`src/design/htc_pkg.sv`:
```
// Shared types, constants and the ADC conversion for the heater controller.
package htc_pkg;

  localparam int KIND_W     = 2;
  localparam int ADC_W      = 12;
  localparam int TEMP_W     = 10;
  localparam int MODE_W     = 3;
  localparam int POWER_W    = 7;
  localparam int ERR_W      = 11;
  localparam int GAIN_W     = 12;
  localparam int INTEG_W    = 15;
  localparam int TICK_W     = 32;
  localparam int TIMEOUT_W  = 16;
  localparam int TUNE_CNT_W = 3;
  localparam int CFG_IDX_W  = 2;
  localparam int CFG_DATA_W = 16;

  localparam logic [KIND_W-1:0] KIND_TICK = 2'd0;
  localparam logic [KIND_W-1:0] KIND_WAKE = 2'd1;
  localparam logic [KIND_W-1:0] KIND_TUNE = 2'd2;

  localparam logic [MODE_W-1:0] MODE_OFF   = 3'd0;
  localparam logic [MODE_W-1:0] MODE_HEAT  = 3'd1;
  localparam logic [MODE_W-1:0] MODE_SLEEP = 3'd2;
  localparam logic [MODE_W-1:0] MODE_ERROR = 3'd3;
  localparam logic [MODE_W-1:0] MODE_TUNE  = 3'd4;

  localparam logic [CFG_IDX_W-1:0] CFG_SLEEP_TEMP    = 2'd0;
  localparam logic [CFG_IDX_W-1:0] CFG_SLEEP_TIMEOUT = 2'd1;
  localparam logic [CFG_IDX_W-1:0] CFG_ERROR_TEMP    = 2'd2;

  localparam logic [TEMP_W-1:0]    SLEEP_TEMP_RESET    = 10'd150;
  localparam logic [TIMEOUT_W-1:0] SLEEP_TIMEOUT_RESET = 16'd600;
  localparam logic [TEMP_W-1:0]    ERROR_TEMP_RESET    = 10'd900;
  localparam logic [TEMP_W-1:0]    TEMP_RESET          = 10'd25;

  localparam int POWER_MAX = 100;
  localparam int INTEG_MAX = 25600;
  localparam logic signed [ERR_W-1:0] ERR_WINDOW = 11'sd30;
  localparam logic [POWER_W-1:0] TUNE_POWER = 7'd80;
  localparam logic [TUNE_CNT_W-1:0] TUNE_ROUNDS  = 3'd4;
  localparam logic [TUNE_CNT_W-1:0] TUNE_CNT_MAX = 3'd7;

  localparam logic [ADC_W-1:0] ADC_FULL = 12'd4095;
  localparam logic [ADC_W-1:0] ADC_BP1  = 12'd1000;
  localparam logic [ADC_W-1:0] ADC_BP2  = 12'd2000;
  localparam logic [ADC_W-1:0] ADC_BP3  = 12'd3100;
  localparam logic [TEMP_W-1:0] TEMP_FULL = 10'd999;

  // reciprocals of 5, 10 and 11 scaled by 2^16
  localparam int RECIP_SHIFT = 16;
  localparam logic [13:0] RECIP_5  = 14'd13108;
  localparam logic [13:0] RECIP_10 = 14'd6554;
  localparam logic [13:0] RECIP_11 = 14'd5958;

  typedef struct packed {
    logic [GAIN_W-1:0] p;
    logic [GAIN_W-1:0] i;
    logic [GAIN_W-1:0] d;
  } gains_t;

  localparam gains_t GAINS_RESET = '{p: 12'd307,  i: 12'd38,   d: 12'd102};
  localparam gains_t GAINS_TUNED = '{p: 12'd2841, i: 12'd1420, d: 12'd1420};

  typedef struct packed {
    logic [POWER_W-1:0]      pct;
    logic [INTEG_W-1:0]      integ;
    logic signed [ERR_W-1:0] err;
  } pid_out_t;

  function automatic logic [TEMP_W-1:0] adc_to_degrees(input logic [ADC_W-1:0] a);
    logic [10:0]       x;
    logic [13:0]       m;
    logic [TEMP_W-1:0] base;
    logic [24:0]       prod;
    logic [TEMP_W-1:0] deg;
    priority if (a <= ADC_BP1) begin
      x    = a[10:0];
      m    = RECIP_5;
      base = 10'd25;
    end else if (a <= ADC_BP2) begin
      x    = 11'(a - ADC_BP1);
      m    = RECIP_10;
      base = 10'd225;
    end else if (a <= ADC_BP3) begin
      x    = 11'(a - ADC_BP2);
      m    = RECIP_11;
      base = 10'd325;
    end else begin
      x    = 11'(a - ADC_BP3);
      m    = RECIP_11;
      base = 10'd425;
    end
    prod = 25'(x) * 25'(m);
    deg  = base + {1'b0, prod[24:RECIP_SHIFT]};
    if (a == ADC_FULL) begin
      deg = TEMP_FULL;
    end
    return deg;
  endfunction

endpackage

```
`src/design/htc_ifs.sv`:
```
// Handshake channels of the heater controller: items, results, register writes.
interface htc_item_if import htc_pkg::*; ();
  logic              valid;
  logic              ready;
  logic [KIND_W-1:0] kind;
  logic [ADC_W-1:0]  adc_sample;
  logic              master_on;
  logic [TEMP_W-1:0] setpoint;

  modport source (output valid, kind, adc_sample, master_on, setpoint, input ready);
  modport sink   (input valid, kind, adc_sample, master_on, setpoint, output ready);
endinterface

interface htc_result_if import htc_pkg::*; ();
  logic               valid;
  logic               ready;
  logic               heater_on;
  logic [MODE_W-1:0]  mode;
  logic [TEMP_W-1:0]  temperature;
  logic [POWER_W-1:0] power;

  modport source (output valid, heater_on, mode, temperature, power, input ready);
  modport sink   (input valid, heater_on, mode, temperature, power, output ready);
endinterface

interface htc_cfg_if import htc_pkg::*; ();
  logic                  valid;
  logic                  ready;
  logic [CFG_IDX_W-1:0]  index;
  logic [CFG_DATA_W-1:0] data;

  modport source (output valid, index, data, input ready);
  modport sink   (input valid, index, data, output ready);
endinterface

```
`src/design/htc_pid.sv`:
```
// PID step: error, windowed clamped integral, derivative and clamped power percent.
module htc_pid import htc_pkg::*; (
  input  logic [TEMP_W-1:0]      current,
  input  logic [TEMP_W-1:0]      target,
  input  logic signed [ERR_W-1:0] prev_err,
  input  logic [INTEG_W-1:0]     integ,
  input  gains_t                 gains,
  output pid_out_t               res
);

  localparam int P_W   = ERR_W + GAIN_W + 1;
  localparam int D_W   = ERR_W + GAIN_W + 2;
  localparam int I_W   = 20;
  localparam int SUM_W = D_W + 1;
  localparam int Q_W   = SUM_W - 8;

  logic signed [ERR_W-1:0]  err;
  logic signed [ERR_W:0]    diff;
  logic signed [GAIN_W:0]   gp_s;
  logic signed [GAIN_W:0]   gi_s;
  logic signed [GAIN_W:0]   gd_s;
  logic signed [P_W-1:0]    p_term;
  logic signed [D_W-1:0]    d_term;
  logic signed [I_W-1:0]    i_prod;
  logic signed [I_W-1:0]    acc_sum;
  logic                     in_window;
  logic [INTEG_W-1:0]       integ_next;
  logic signed [SUM_W-1:0]  sum;
  logic [Q_W-1:0]           q;
  logic [POWER_W-1:0]       pct;

  assign err  = $signed({1'b0, target}) - $signed({1'b0, current});
  assign diff = $signed({err[ERR_W-1], err}) - $signed({prev_err[ERR_W-1], prev_err});
  assign gp_s = $signed({1'b0, gains.p});
  assign gi_s = $signed({1'b0, gains.i});
  assign gd_s = $signed({1'b0, gains.d});

  assign p_term  = P_W'(err) * P_W'(gp_s);
  assign d_term  = D_W'(diff) * D_W'(gd_s);
  assign i_prod  = I_W'(err) * I_W'(gi_s);
  assign acc_sum = I_W'($signed({1'b0, integ})) + i_prod;

  assign in_window = (err > -ERR_WINDOW) && (err < ERR_WINDOW);

  always_comb begin
    if (!in_window || acc_sum[I_W-1]) begin
      integ_next = '0;
    end else if (acc_sum > $signed(I_W'(INTEG_MAX))) begin
      integ_next = INTEG_W'(INTEG_MAX);
    end else begin
      integ_next = acc_sum[INTEG_W-1:0];
    end
  end

  assign sum = SUM_W'(p_term) + SUM_W'($signed({1'b0, integ_next})) + SUM_W'(d_term);
  assign q   = sum[SUM_W-1:8];

  always_comb begin
    if (sum[SUM_W-1] || sum == '0) begin
      pct = '0;
    end else if (q > Q_W'(POWER_MAX)) begin
      pct = POWER_W'(POWER_MAX);
    end else begin
      pct = q[POWER_W-1:0];
    end
  end

  assign res = '{pct: pct, integ: integ_next, err: err};

endmodule

```
`src/design/heater_temperature_controller.sv`:
```
// Heater controller top level: input register, mode machine, PID and PWM, result.
//
// Channels: item (sink) takes a control tick, a wake event or an autotune
// start; result (source) returns one item per input item with heater level,
// mode, temperature and power percent after that item; cfg (sink) writes
// sleep_temp (index 0), sleep_timeout (index 1) and error_temp (index 2), and
// is always ready. Write registers only while the block is idle.
// The ADC sample is converted to degrees as the item enters the input
// register; from there the mode machine, PID and PWM update the state once
// the result slot is free, and the result port shows that state directly.
// Throughput: one item per cycle while the receiver does not stall, set by
// the single state-update stage.
// Reset clears all state to its power-up values; nothing is swept.
// When the receiver stalls, the result holds, the input register keeps one
// item, and item.ready drops until the result is transferred.
module heater_temperature_controller import htc_pkg::*; #(
  parameter int PWM_STEPS = 20
) (
  input  logic       clk,
  input  logic       rst,
  htc_item_if.sink   item,
  htc_result_if.source result,
  htc_cfg_if.sink    cfg
);

  localparam int PHASE_W = $clog2(PWM_STEPS);
  localparam int THR_W   = $clog2(POWER_MAX * PWM_STEPS + 1);
  localparam logic [PHASE_W-1:0] PHASE_LAST = PHASE_W'(PWM_STEPS - 1);

  // input register
  logic              s_valid;
  logic [KIND_W-1:0] s_kind;
  logic [TEMP_W-1:0] s_temp;
  logic              s_master;
  logic [TEMP_W-1:0] s_target;

  // configuration
  logic [TEMP_W-1:0]    sleep_temp;
  logic [TIMEOUT_W-1:0] sleep_timeout;
  logic [TEMP_W-1:0]    error_temp;

  // state
  logic                    out_valid;
  logic [MODE_W-1:0]       mode_reg, mode_next;
  logic [TEMP_W-1:0]       temp_reg, temp_next;
  logic [TICK_W-1:0]       tick_count, tick_next;
  logic [TICK_W-1:0]       last_wake, last_wake_next;
  logic [TEMP_W-1:0]       tune_goal, tune_goal_next;
  logic [TUNE_CNT_W-1:0]   tune_cnt, tune_cnt_next;
  logic                    tune_heat, tune_heat_next;
  logic [PHASE_W-1:0]      pwm_phase, pwm_phase_next;
  logic signed [ERR_W-1:0] prev_err, prev_err_next;
  logic [INTEG_W-1:0]      integ, integ_next;
  gains_t                  gains, gains_next;
  logic                    heater_level, heater_level_next;
  logic [POWER_W-1:0]      power_reg, power_next;

  logic              advance;
  logic              take;
  logic [TICK_W-1:0] tick_inc;
  logic              over_temp;
  logic [MODE_W-1:0] mode_run;
  logic [TICK_W-1:0] wake_run;
  logic [TEMP_W-1:0] pid_target;
  pid_out_t          pid;
  logic [THR_W-1:0]  phase_lim;

  assign advance     = s_valid && (!out_valid || result.ready);
  assign item.ready  = !s_valid || advance;
  assign take        = item.valid && item.ready;
  assign cfg.ready   = 1'b1;

  assign result.valid       = out_valid;
  assign result.heater_on   = heater_level;
  assign result.mode        = mode_reg;
  assign result.temperature = temp_reg;
  assign result.power       = power_reg;

  always_ff @(posedge clk) begin
    if (rst) begin
      s_valid <= 1'b0;
    end else if (item.ready) begin
      s_valid <= item.valid;
    end
  end

  always_ff @(posedge clk) begin
    if (take) begin
      s_kind   <= item.kind;
      s_temp   <= adc_to_degrees(item.adc_sample);
      s_master <= item.master_on;
      s_target <= item.setpoint;
    end
  end

  always_ff @(posedge clk) begin
    if (rst) begin
      sleep_temp    <= SLEEP_TEMP_RESET;
      sleep_timeout <= SLEEP_TIMEOUT_RESET;
      error_temp    <= ERROR_TEMP_RESET;
    end else if (cfg.valid) begin
      unique case (cfg.index)
        CFG_SLEEP_TEMP:    sleep_temp    <= cfg.data[TEMP_W-1:0];
        CFG_SLEEP_TIMEOUT: sleep_timeout <= cfg.data[TIMEOUT_W-1:0];
        CFG_ERROR_TEMP:    error_temp    <= cfg.data[TEMP_W-1:0];
        default: ;
      endcase
    end
  end

  assign tick_inc   = tick_count + 1'b1;
  assign over_temp  = s_temp >= error_temp;
  assign mode_run   = over_temp ? MODE_ERROR :
                      (mode_reg == MODE_OFF) ? MODE_HEAT : mode_reg;
  assign wake_run   = (!over_temp && mode_reg == MODE_OFF) ? tick_inc : last_wake;
  assign pid_target = (mode_run == MODE_SLEEP) ? sleep_temp : s_target;
  assign phase_lim  = (THR_W'(pwm_phase) + 1'b1) * THR_W'(POWER_MAX);

  htc_pid u_pid (
    .current  (s_temp),
    .target   (pid_target),
    .prev_err (prev_err),
    .integ    (integ),
    .gains    (gains),
    .res      (pid)
  );

  always_comb begin
    logic                  drive;
    logic [POWER_W-1:0]    pct;
    logic [TUNE_CNT_W-1:0] cnt;
    mode_next         = mode_reg;
    temp_next         = temp_reg;
    tick_next         = tick_count;
    last_wake_next    = last_wake;
    tune_goal_next    = tune_goal;
    tune_cnt_next     = tune_cnt;
    tune_heat_next    = tune_heat;
    pwm_phase_next    = pwm_phase;
    prev_err_next     = prev_err;
    integ_next        = integ;
    gains_next        = gains;
    heater_level_next = heater_level;
    power_next        = power_reg;
    drive             = 1'b0;
    pct               = '0;
    cnt               = tune_cnt;
    if (advance) begin
      unique case (s_kind)
        KIND_TICK: begin
          tick_next         = tick_inc;
          heater_level_next = 1'b0;
          temp_next         = s_temp;
          if (!s_master) begin
            mode_next = MODE_OFF;
          end else begin
            mode_next      = mode_run;
            last_wake_next = wake_run;
            unique case (mode_run)
              MODE_HEAT: begin
                drive         = 1'b1;
                pct           = pid.pct;
                integ_next    = pid.integ;
                prev_err_next = pid.err;
                if (TICK_W'(tick_inc - wake_run) > TICK_W'(sleep_timeout)) begin
                  mode_next = MODE_SLEEP;
                end
              end
              MODE_SLEEP: begin
                drive         = 1'b1;
                pct           = pid.pct;
                integ_next    = pid.integ;
                prev_err_next = pid.err;
              end
              MODE_TUNE: begin
                drive = 1'b1;
                if (tune_heat) begin
                  pct = TUNE_POWER;
                  if (s_temp > tune_goal) begin
                    tune_heat_next = 1'b0;
                  end
                end else begin
                  pct = '0;
                  if (s_temp < tune_goal) begin
                    tune_heat_next = 1'b1;
                    if (tune_cnt < TUNE_CNT_MAX) begin
                      cnt = tune_cnt + 1'b1;
                    end
                  end
                end
                tune_cnt_next = cnt;
                if (cnt >= TUNE_ROUNDS) begin
                  gains_next = GAINS_TUNED;
                  mode_next  = MODE_HEAT;
                end
              end
              default: ;
            endcase
          end
        end
        KIND_WAKE: begin
          last_wake_next = tick_count;
          if (mode_reg == MODE_SLEEP) begin
            mode_next = MODE_HEAT;
          end
        end
        KIND_TUNE: begin
          if (mode_reg == MODE_HEAT || mode_reg == MODE_SLEEP) begin
            tune_goal_next = s_target;
            tune_cnt_next  = '0;
            mode_next      = MODE_TUNE;
          end
        end
        default: ;
      endcase
    end
    if (drive) begin
      power_next        = pct;
      heater_level_next = (pct != '0) &&
                          ((THR_W'(pct) * THR_W'(PWM_STEPS)) >= phase_lim);
      pwm_phase_next    = (pwm_phase == PHASE_LAST) ? '0 : pwm_phase + 1'b1;
    end
  end

  always_ff @(posedge clk) begin
    if (rst) begin
      out_valid    <= 1'b0;
      mode_reg     <= MODE_OFF;
      temp_reg     <= TEMP_RESET;
      tick_count   <= '0;
      last_wake    <= '0;
      tune_goal    <= '0;
      tune_cnt     <= '0;
      tune_heat    <= 1'b1;
      pwm_phase    <= '0;
      prev_err     <= '0;
      integ        <= '0;
      gains        <= GAINS_RESET;
      heater_level <= 1'b0;
      power_reg    <= '0;
    end else begin
      if (advance) begin
        out_valid <= 1'b1;
      end else if (result.ready) begin
        out_valid <= 1'b0;
      end
      mode_reg     <= mode_next;
      temp_reg     <= temp_next;
      tick_count   <= tick_next;
      last_wake    <= last_wake_next;
      tune_goal    <= tune_goal_next;
      tune_cnt     <= tune_cnt_next;
      tune_heat    <= tune_heat_next;
      pwm_phase    <= pwm_phase_next;
      prev_err     <= prev_err_next;
      integ        <= integ_next;
      gains        <= gains_next;
      heater_level <= heater_level_next;
      power_reg    <= power_next;
    end
  end

endmodule
```
`src/flat_wrapper.sv`:
```
// flat-port wrapper written by rule: the top's interface ports become plain ports
module heater_temperature_controller_flat import htc_pkg::*;
#(
  parameter int PWM_STEPS = 20
)
  (clk, rst, item_valid, item_kind, item_adc_sample, item_master_on, item_setpoint, item_ready, result_valid, result_heater_on, result_mode, result_temperature, result_power, result_ready, cfg_valid, cfg_index, cfg_data, cfg_ready);
  htc_item_if item_i ();
  htc_result_if result_i ();
  htc_cfg_if cfg_i ();
  input  logic clk;
  input  logic rst;
  input wire logic [$bits(item_i.valid)-1:0] item_valid;
  input wire logic [$bits(item_i.kind)-1:0] item_kind;
  input wire logic [$bits(item_i.adc_sample)-1:0] item_adc_sample;
  input wire logic [$bits(item_i.master_on)-1:0] item_master_on;
  input wire logic [$bits(item_i.setpoint)-1:0] item_setpoint;
  output wire logic [$bits(item_i.ready)-1:0] item_ready;
  output wire logic [$bits(result_i.valid)-1:0] result_valid;
  output wire logic [$bits(result_i.heater_on)-1:0] result_heater_on;
  output wire logic [$bits(result_i.mode)-1:0] result_mode;
  output wire logic [$bits(result_i.temperature)-1:0] result_temperature;
  output wire logic [$bits(result_i.power)-1:0] result_power;
  input wire logic [$bits(result_i.ready)-1:0] result_ready;
  input wire logic [$bits(cfg_i.valid)-1:0] cfg_valid;
  input wire logic [$bits(cfg_i.index)-1:0] cfg_index;
  input wire logic [$bits(cfg_i.data)-1:0] cfg_data;
  output wire logic [$bits(cfg_i.ready)-1:0] cfg_ready;
  assign item_i.valid = item_valid;
  assign item_i.kind = item_kind;
  assign item_i.adc_sample = item_adc_sample;
  assign item_i.master_on = item_master_on;
  assign item_i.setpoint = item_setpoint;
  assign item_ready = item_i.ready;
  assign result_valid = result_i.valid;
  assign result_heater_on = result_i.heater_on;
  assign result_mode = result_i.mode;
  assign result_temperature = result_i.temperature;
  assign result_power = result_i.power;
  assign result_i.ready = result_ready;
  assign cfg_i.valid = cfg_valid;
  assign cfg_i.index = cfg_index;
  assign cfg_i.data = cfg_data;
  assign cfg_ready = cfg_i.ready;
  heater_temperature_controller #(.PWM_STEPS(PWM_STEPS)) u_core (.clk(clk), .rst(rst), .item(item_i), .result(result_i), .cfg(cfg_i));
endmodule
```
`config.mk`:
```
export PLATFORM = sky130hd
export DESIGN_NAME = heater_temperature_controller_flat
export DESIGN_NICKNAME = d
export VERILOG_FILES = /design/src/design/htc_pkg.sv /design/src/design/htc_ifs.sv /design/src/design/htc_pid.sv /design/src/design/heater_temperature_controller.sv /design/src/flat_wrapper.sv
export SDC_FILE = /design/constraint.sdc
export NUM_CORES = 2
export LEC_CHECK = 0
export BUFFER_PORTS_ARGS = -buffer_cell sky130_fd_sc_hd__buf_2
export CAP_MARGIN = 5
export CELL_PAD_IN_SITES_DETAIL_PLACEMENT = 1
export CELL_PAD_IN_SITES_GLOBAL_PLACEMENT = 2
export CORE_MARGIN = 4
export CORE_UTILIZATION = 41
export DETAILED_ROUTE_END_ITERATION = 16
export PLACE_DENSITY_LB_ADDON = 0.1
export RECOVER_POWER = 25
export SETUP_SLACK_MARGIN = 0.15
export SYNTH_ARGS = -nofsm -noshare
export SYNTH_HDL_FRONTEND = slang
export SYNTH_HIERARCHICAL = 1
export SYNTH_SLANG_ARGS = --single-unit
```
`constraint.sdc`:
```
create_clock -name clk -period 22.4 [get_ports clk]
set_clock_uncertainty 0.1 [all_clocks]
set_input_delay 1.12 -clock clk [delete_from_list [all_inputs] [get_ports clk]]
set_output_delay 1.12 -clock clk [all_outputs]
set_load 0.02 [all_outputs]
```
# After elaboration in Yosys (flattened, before gate mapping)

Index checks and enable logic that the tools add are counted.

Output and inout port bits: 24
Input port bits: 48
Flip-flop bits (word level): 204
Logic and storage cells: 169

$lt $le $gt $ge: 14
Reductions and logical operators: 39
Multiplexer cells: 57
Equal/unequal tests: 15
Multipliers: 6
Add/sub/neg operators: 14

Operators by type and width:

| cell                                                                               | number |
|---|---|
| 32-bit two-way mux                                                                 | 2 |
| 32-bit case mux with 2 select lines                                                | 1 |
| 3-bit two-way mux                                                                  | 17 |
| 11-bit two-way mux                                                                 | 4 |
| 7-bit two-way mux                                                                  | 6 |
| 10-bit two-way mux                                                                 | 4 |
| 32-bit by 1-bit adder with 32-bit output (second input constant)                   | 1 |
| 32-bit by 16-bit greater-than comparator with 1-bit output                         | 1 |
| 32-bit subtractor                                                                  | 1 |
| 15-bit two-way mux                                                                 | 2 |
| 14-bit two-way mux                                                                 | 2 |
| 25-bit by 24-bit adder with 26-bit output                                          | 1 |
| 26-bit logical NOT                                                                 | 1 |
| 24-bit by 16-bit adder with 25-bit output                                          | 1 |
| 11-bit by 14-bit multiplier with 25-bit output                                     | 1 |
| 11-bit by 13-bit multiplier with 24-bit output                                     | 1 |
| 12-bit by 11-bit multiplier with 23-bit output                                     | 1 |
| 11-bit subtractor (second input constant)                                          | 2 |
| 16-bit by 20-bit adder with 20-bit output                                          | 1 |
| 20-bit by 16-bit greater-than comparator with 1-bit output (second input constant) | 1 |
| 11-bit by 11-bit multiplier with 19-bit output                                     | 1 |
| 18-bit by 7-bit greater-than comparator with 1-bit output (second input constant)  | 1 |
| 7-bit case mux with 2 select lines                                                 | 1 |
| 12-bit == test (second input constant)                                             | 1 |
| other kinds (47)                                                                   | 90 |

# Depth between registers and ports, before layout

Word-level depth: 24
Mapped depth: 75
Gate-level depth less buffers: 71

# Hierarchy

Netlist, hierarchy kept.

Modules (own cells, without submodules):

| module                        | times used | area an instance (um^2) | sequential area each (um^2) | cells an instance |
|---|---|---|---|---|
| heater_temperature_controller | 1          | 16599.7                 | 4093.9                      | 2008 |
| htc_pid                       | 1          | 16116.7                 | 0.0                         | 1910 |

# Least setup slack after synthesis

OpenSTA, ideal clock, no wires.

Kind: reg-to-reg
Start point: register u_core.s_temp[9]
End point: register u_core.heater_level, in the netlist u_core/result.heater_on
Cell stages (with the launch flop): 71
Arrival: 16353 ps
Data required time: 22167 ps
Library setup time: 133 ps
Path buffers: 4
Clock period less this slack: 16586 ps
Slack: 5814 ps
Cells stage by stage: edfxtp_1 > ha_1 > or4_1 > a221oi_1 > o21ai_0 > o21ai_1 > nand2b_1 > clkbuf_1 > mux2_2 > inv_1 > ha_1 > inv_1 > fa_1 > a21o_1 > a21oi_1 > xnor2_1 > clkbuf_1 > nand2_1 > [... 35 more ...] > o21ai_0 > a221oi_1 > mux2_2 > nor2_1 > and4_1 > and2_1 > ha_1 > ha_1 > inv_1 > fa_1 > inv_1 > ha_1 > a21o_1 > a21o_1 > a21oi_1 > nor2b_1 > o21ai_0 > a211oi_1

RTL lines:

| element                  | RTL line                             | text |
|---|---|---|
| start: declaration       | heater_temperature_controller.sv:33  | `logic [TEMP_W-1:0] s_temp;` |
| start signal: assignment | heater_temperature_controller.sv:90  | `s_temp <= adc_to_degrees(item.adc_sample);` |
| end signal: assignment   | heater_temperature_controller.sv:258 | `heater_level <= heater_level_next;` |
| end: declaration         | heater_temperature_controller.sv:55  | `logic heater_level, heater_level_next;` |

==> summary.md <==
| Metric | Value |
|---|---|
| Number of warnings printed during yosys synthesis | `6` |
| Sum of negative setup slack | `0 ps` |
| Via count of the first global-routing pass | `27,500` |
| Layout cell share with drive strength beyond 1 | `5.51%` |
| Top cell type by total area after synthesis | `sky130_fd_sc_hd__fa_1` |
| Number of fillers in the final layout | `9,484` |
| Overall die area | `84,400 um^2` |
| Commonest cells after routing, fill and taps aside | `sky130_fd_sc_hd__inv_1, sky130_fd_sc_hd__nand2_1, sky130_fd_sc_hd__fa_1, sky130_fd_sc_hd__ha_1, sky130_fd_sc_hd__nor2_1` |
| Worst-path clk slew | `90 ps` |
| Biggest registers after layout | `u_core/last_wake (32), u_core/tick_count (32), u_core/sleep_timeout (16)` |
| Io pins | `72` |
| Total clock buffers created by CTS | `17` |
| Fin Hold WS | `359 ps` |
| Period utilisation layout | `83.9%` |
| Flip-flop and latch count after synthesis | `193` |
| Max Clock Freq | `0.0532 GHz` |
| Cts hold-fix bufs | `0` |
| Fraction of the yosys area taken by sequential cells | `12.5%` |
| RSZ-0062 raised after global routing | `no` |
| Buffers added on ports | `70` |
| Number of antenna violations at the first check in global routing | `0` |
| Resize count post-CTS | `0` |
| Final global-route overflow total | `0` |
| Synth Area per Inst | `8.35 um^2` |
| End of the worst register-to-register path | `u_core/result.heater_on` |
| Number of DRC markers after the initial detailed-route iteration | `937` |
| Max Cap Violations | `1` |
| WP data required | `22,660 ps` |
| Post-detailed-route DRC marker count | `0` |
| Aggregate routed wire length | `91,000 um` |
| Worst Max-Slew Pin Slew | `5400 ps` |
| Reg-to-Reg Start | `u_core/s_temp[9]` |
| Height of the die | `290 um` |
| Std-Cell Core Area | `79,000 um^2` |
| Worst path most repeated cell | `sky130_fd_sc_hd__fa_1` |
| Wire length of the first global-routing pass | `149,000 um` |
| Drt via density | `5.14` |
| CTS tree | `done` |
| Buffer type at the clock tree root | `sky130_fd_sc_hd__clkbuf_16` |
| Status | `finished with violations` |
| Horizontal die dimension | `290 um` |
| Detailed-placement wirelength estimate | `73,000 um` |
| Total routing resource utilization after global routing | `21.9%` |
| Post-synth design cell area | `32,700 um^2` |
| Clock Sink Count | `193` |
| Clk buf depth | `2` |
| Net total in the final layout | `4,804` |
| Number of enable flip-flop cells after synthesis | `23` |
| Final antenna-violating net count | `0` |
| Final number of setup-violating endpoints | `0` |
| Average detailed-routed wire length per instance | `18.2 um` |
| Crit path launch | `u_core/s_temp[9]` |
| CP max FO | `19` |
| Leading cell type in the layout, fill and taps excluded | `sky130_fd_sc_hd__inv_1` |
| Std-Cell Rows | `103` |
| Worst-case headroom to the max-slew limit | `-260%` |
| Max stage delay cell, worst path | `sky130_fd_sc_hd__fa_1` |
| Critical path class | `flip-flop to flip-flop` |
| Initial DRT Pass Iterations | `5` |
| Endpoint kind of the worst setup timing path | `flip-flop` |
| Final Critical Period | `18,780 ps` |
| Hold violation total from the final report | `0` |
| Share of flip-flops with an asynchronous set or reset | `0%` |
| Instance count of the mapped netlist | `3,918` |
| Post-CTS repair timing setup buffer count | `0` |
| Initial Utilization | `41.4%` |
| Leading post-synthesis cells by cell area | `sky130_fd_sc_hd__fa_1, sky130_fd_sc_hd__ha_1, sky130_fd_sc_hd__dfxtp_1` |
| Count of distinct cell types in the synthesized netlist | `100` |
| Area growth from synthesis to layout | `6.62%` |
| Internal reg-to-reg setup slack | `3620 ps` |
| Length in cells of the worst reg-to-reg path | `66` |
| Class of the tightest hold or removal check | `flip-flop to flip-flop` |
| Total vias in the final route | `25,600` |
| Final Slew Violations | `108` |
| Data arrival time of the critical path | `19,040 ps` |
| Utilization of the core after routing | `44.2%` |
| Top_reg_cell synth | `sky130_fd_sc_hd__dfxtp_1` |
| Element type at the critical path start | `flip-flop` |
| Post-synth top area share | `27.5%` |
| Worst setup path end | `u_core/result.heater_on` |
| Final RePlAce weighted congestion | `0.859` |
| Violations in the final reports | `max-capacitance violations, max-slew violations` |
| Largest net degree at the start of global routing | `108` |
| Longest individual stage delay on the worst path | `550 ps` |
| Count of H-tree levels built during CTS | `4` |
| Clock Latency Late Sink | `510 ps` |
==> kinds of logic (layout without fill, tap and decap cells) <==
kind of cell               count (synthesis)  in the layout  share of synthesized area (%)
muxes                                     67             67                           2.15
other                                      2             53                         0.0230
adders and majority gates                832            832                           42.1
and+or+nand+nor                         1178           1178                           17.1
DFF                                      193            193                           12.5
xor gates and xnor gates                 145            145                           3.99
buffers and inverters                    920            890                           10.7
AOI/OAI and AO/OA                        581            581                           11.5
==> cells in the mapped netlist, drive strengths merged (4+ instances only) <==
library cell / instances
fa: 450
nand3: 43
xnor2: 94
xor2: 50
a21oi: 198
a311oi: 4
a211o: 19
nand2: 512
and3: 20
mux2: 16
o21bai: 7
buf: 20
ha: 382
clkbuf: 147
a22oi: 8
o31a: 7
or4: 4
mux2i: 51
o31ai: 5
nor2: 219
or2: 20
a211oi: 18
and2: 140
a21o: 43
nor4: 16
nand2b: 28
o21ai: 120
a221o: 5
nor3: 47
nand3b: 9
or3: 39
o211ai: 49
a31oi: 14
nand4: 24
nor3b: 5
a221oi: 12
a2111oi: 7
and4: 6
dfxtp: 170
nor2b: 37
inv: 752
o21a: 24
edfxtp: 23
==> worst min path at each step <==
stage | startpoint | end | cells past startpoint
CTS | u_core/error_temp[6] | u_core/error_temp[6] | 2
global placement | u_core/result.power[6] | u_core/result.power[6] | 2
global route | u_core/integ[1] | u_core/integ[1] | 2
floorplan | u_core/error_temp[1] | u_core/error_temp[1] | 2
finish | u_core/result.temperature[5] | u_core/result.temperature[5] | 2
detailed placement | u_core/sleep_timeout[13] | u_core/sleep_timeout[13] | 2
==> worst max-delay path, delay by kind of cell, from the launching register on <==
| kind | cells | cell delay, ps |
|---|---|---|
| flip-flops | 1 | 480 |
| XOR/XNOR | 1 | 200 |
| buffers and inverters | 11 | 1180 |
| multiplexers | 3 | 1120 |
| adder cells (fa/ha/maj) | 21 | 8270 |
| AO/OA/AOI/OAI | 20 | 4630 |
| AND/OR/NAND/NOR | 10 | 2620 |
==> routing by layer <==
metal	routed length (um)	global-route usage, %	up-vias	share of wire [%]
met5	0	0	-	0
li1	-	-	12400	-
met4	1420	4.15	0	1.6
met2	44000	37.4	207	48
met3	2100	2.54	48	2.3
met1	43500	30.1	12900	48
==> layout make-up <==
cell class | instances | area [um^2] | area share, %
flip-flops and latches | 193 | 4100 | 11.8
inverters | 753 | 2830 | 8.10
well taps | 1050 | 1310 | 3.77
diodes | 2 | 5.00 | 0.0143
clock buffers | 17 | 425 | 1.22
clock inverters | 15 | 196 | 0.563
multi-input cells | 2854 | 25400 | 72.8
repair buffers | 105 | 608 | 1.74
==> metrics by stage <==
step | std cells | instance area (um^2) | setup slack, ps
after CTS | 4987 | 34900 | 3650
final | 4989 | 34900 | 3620
after floorplan | 3967 | 32900 | 5810
after detailed placement | 4955 | 34300 | 3710
after global placement | 4955 | 34300 | 4180
after global routing | 4987 | 34900 | 2360
Power is not shown: default switching activity piles up to over one toggle a cycle in this logic, so the estimate is an artifact.
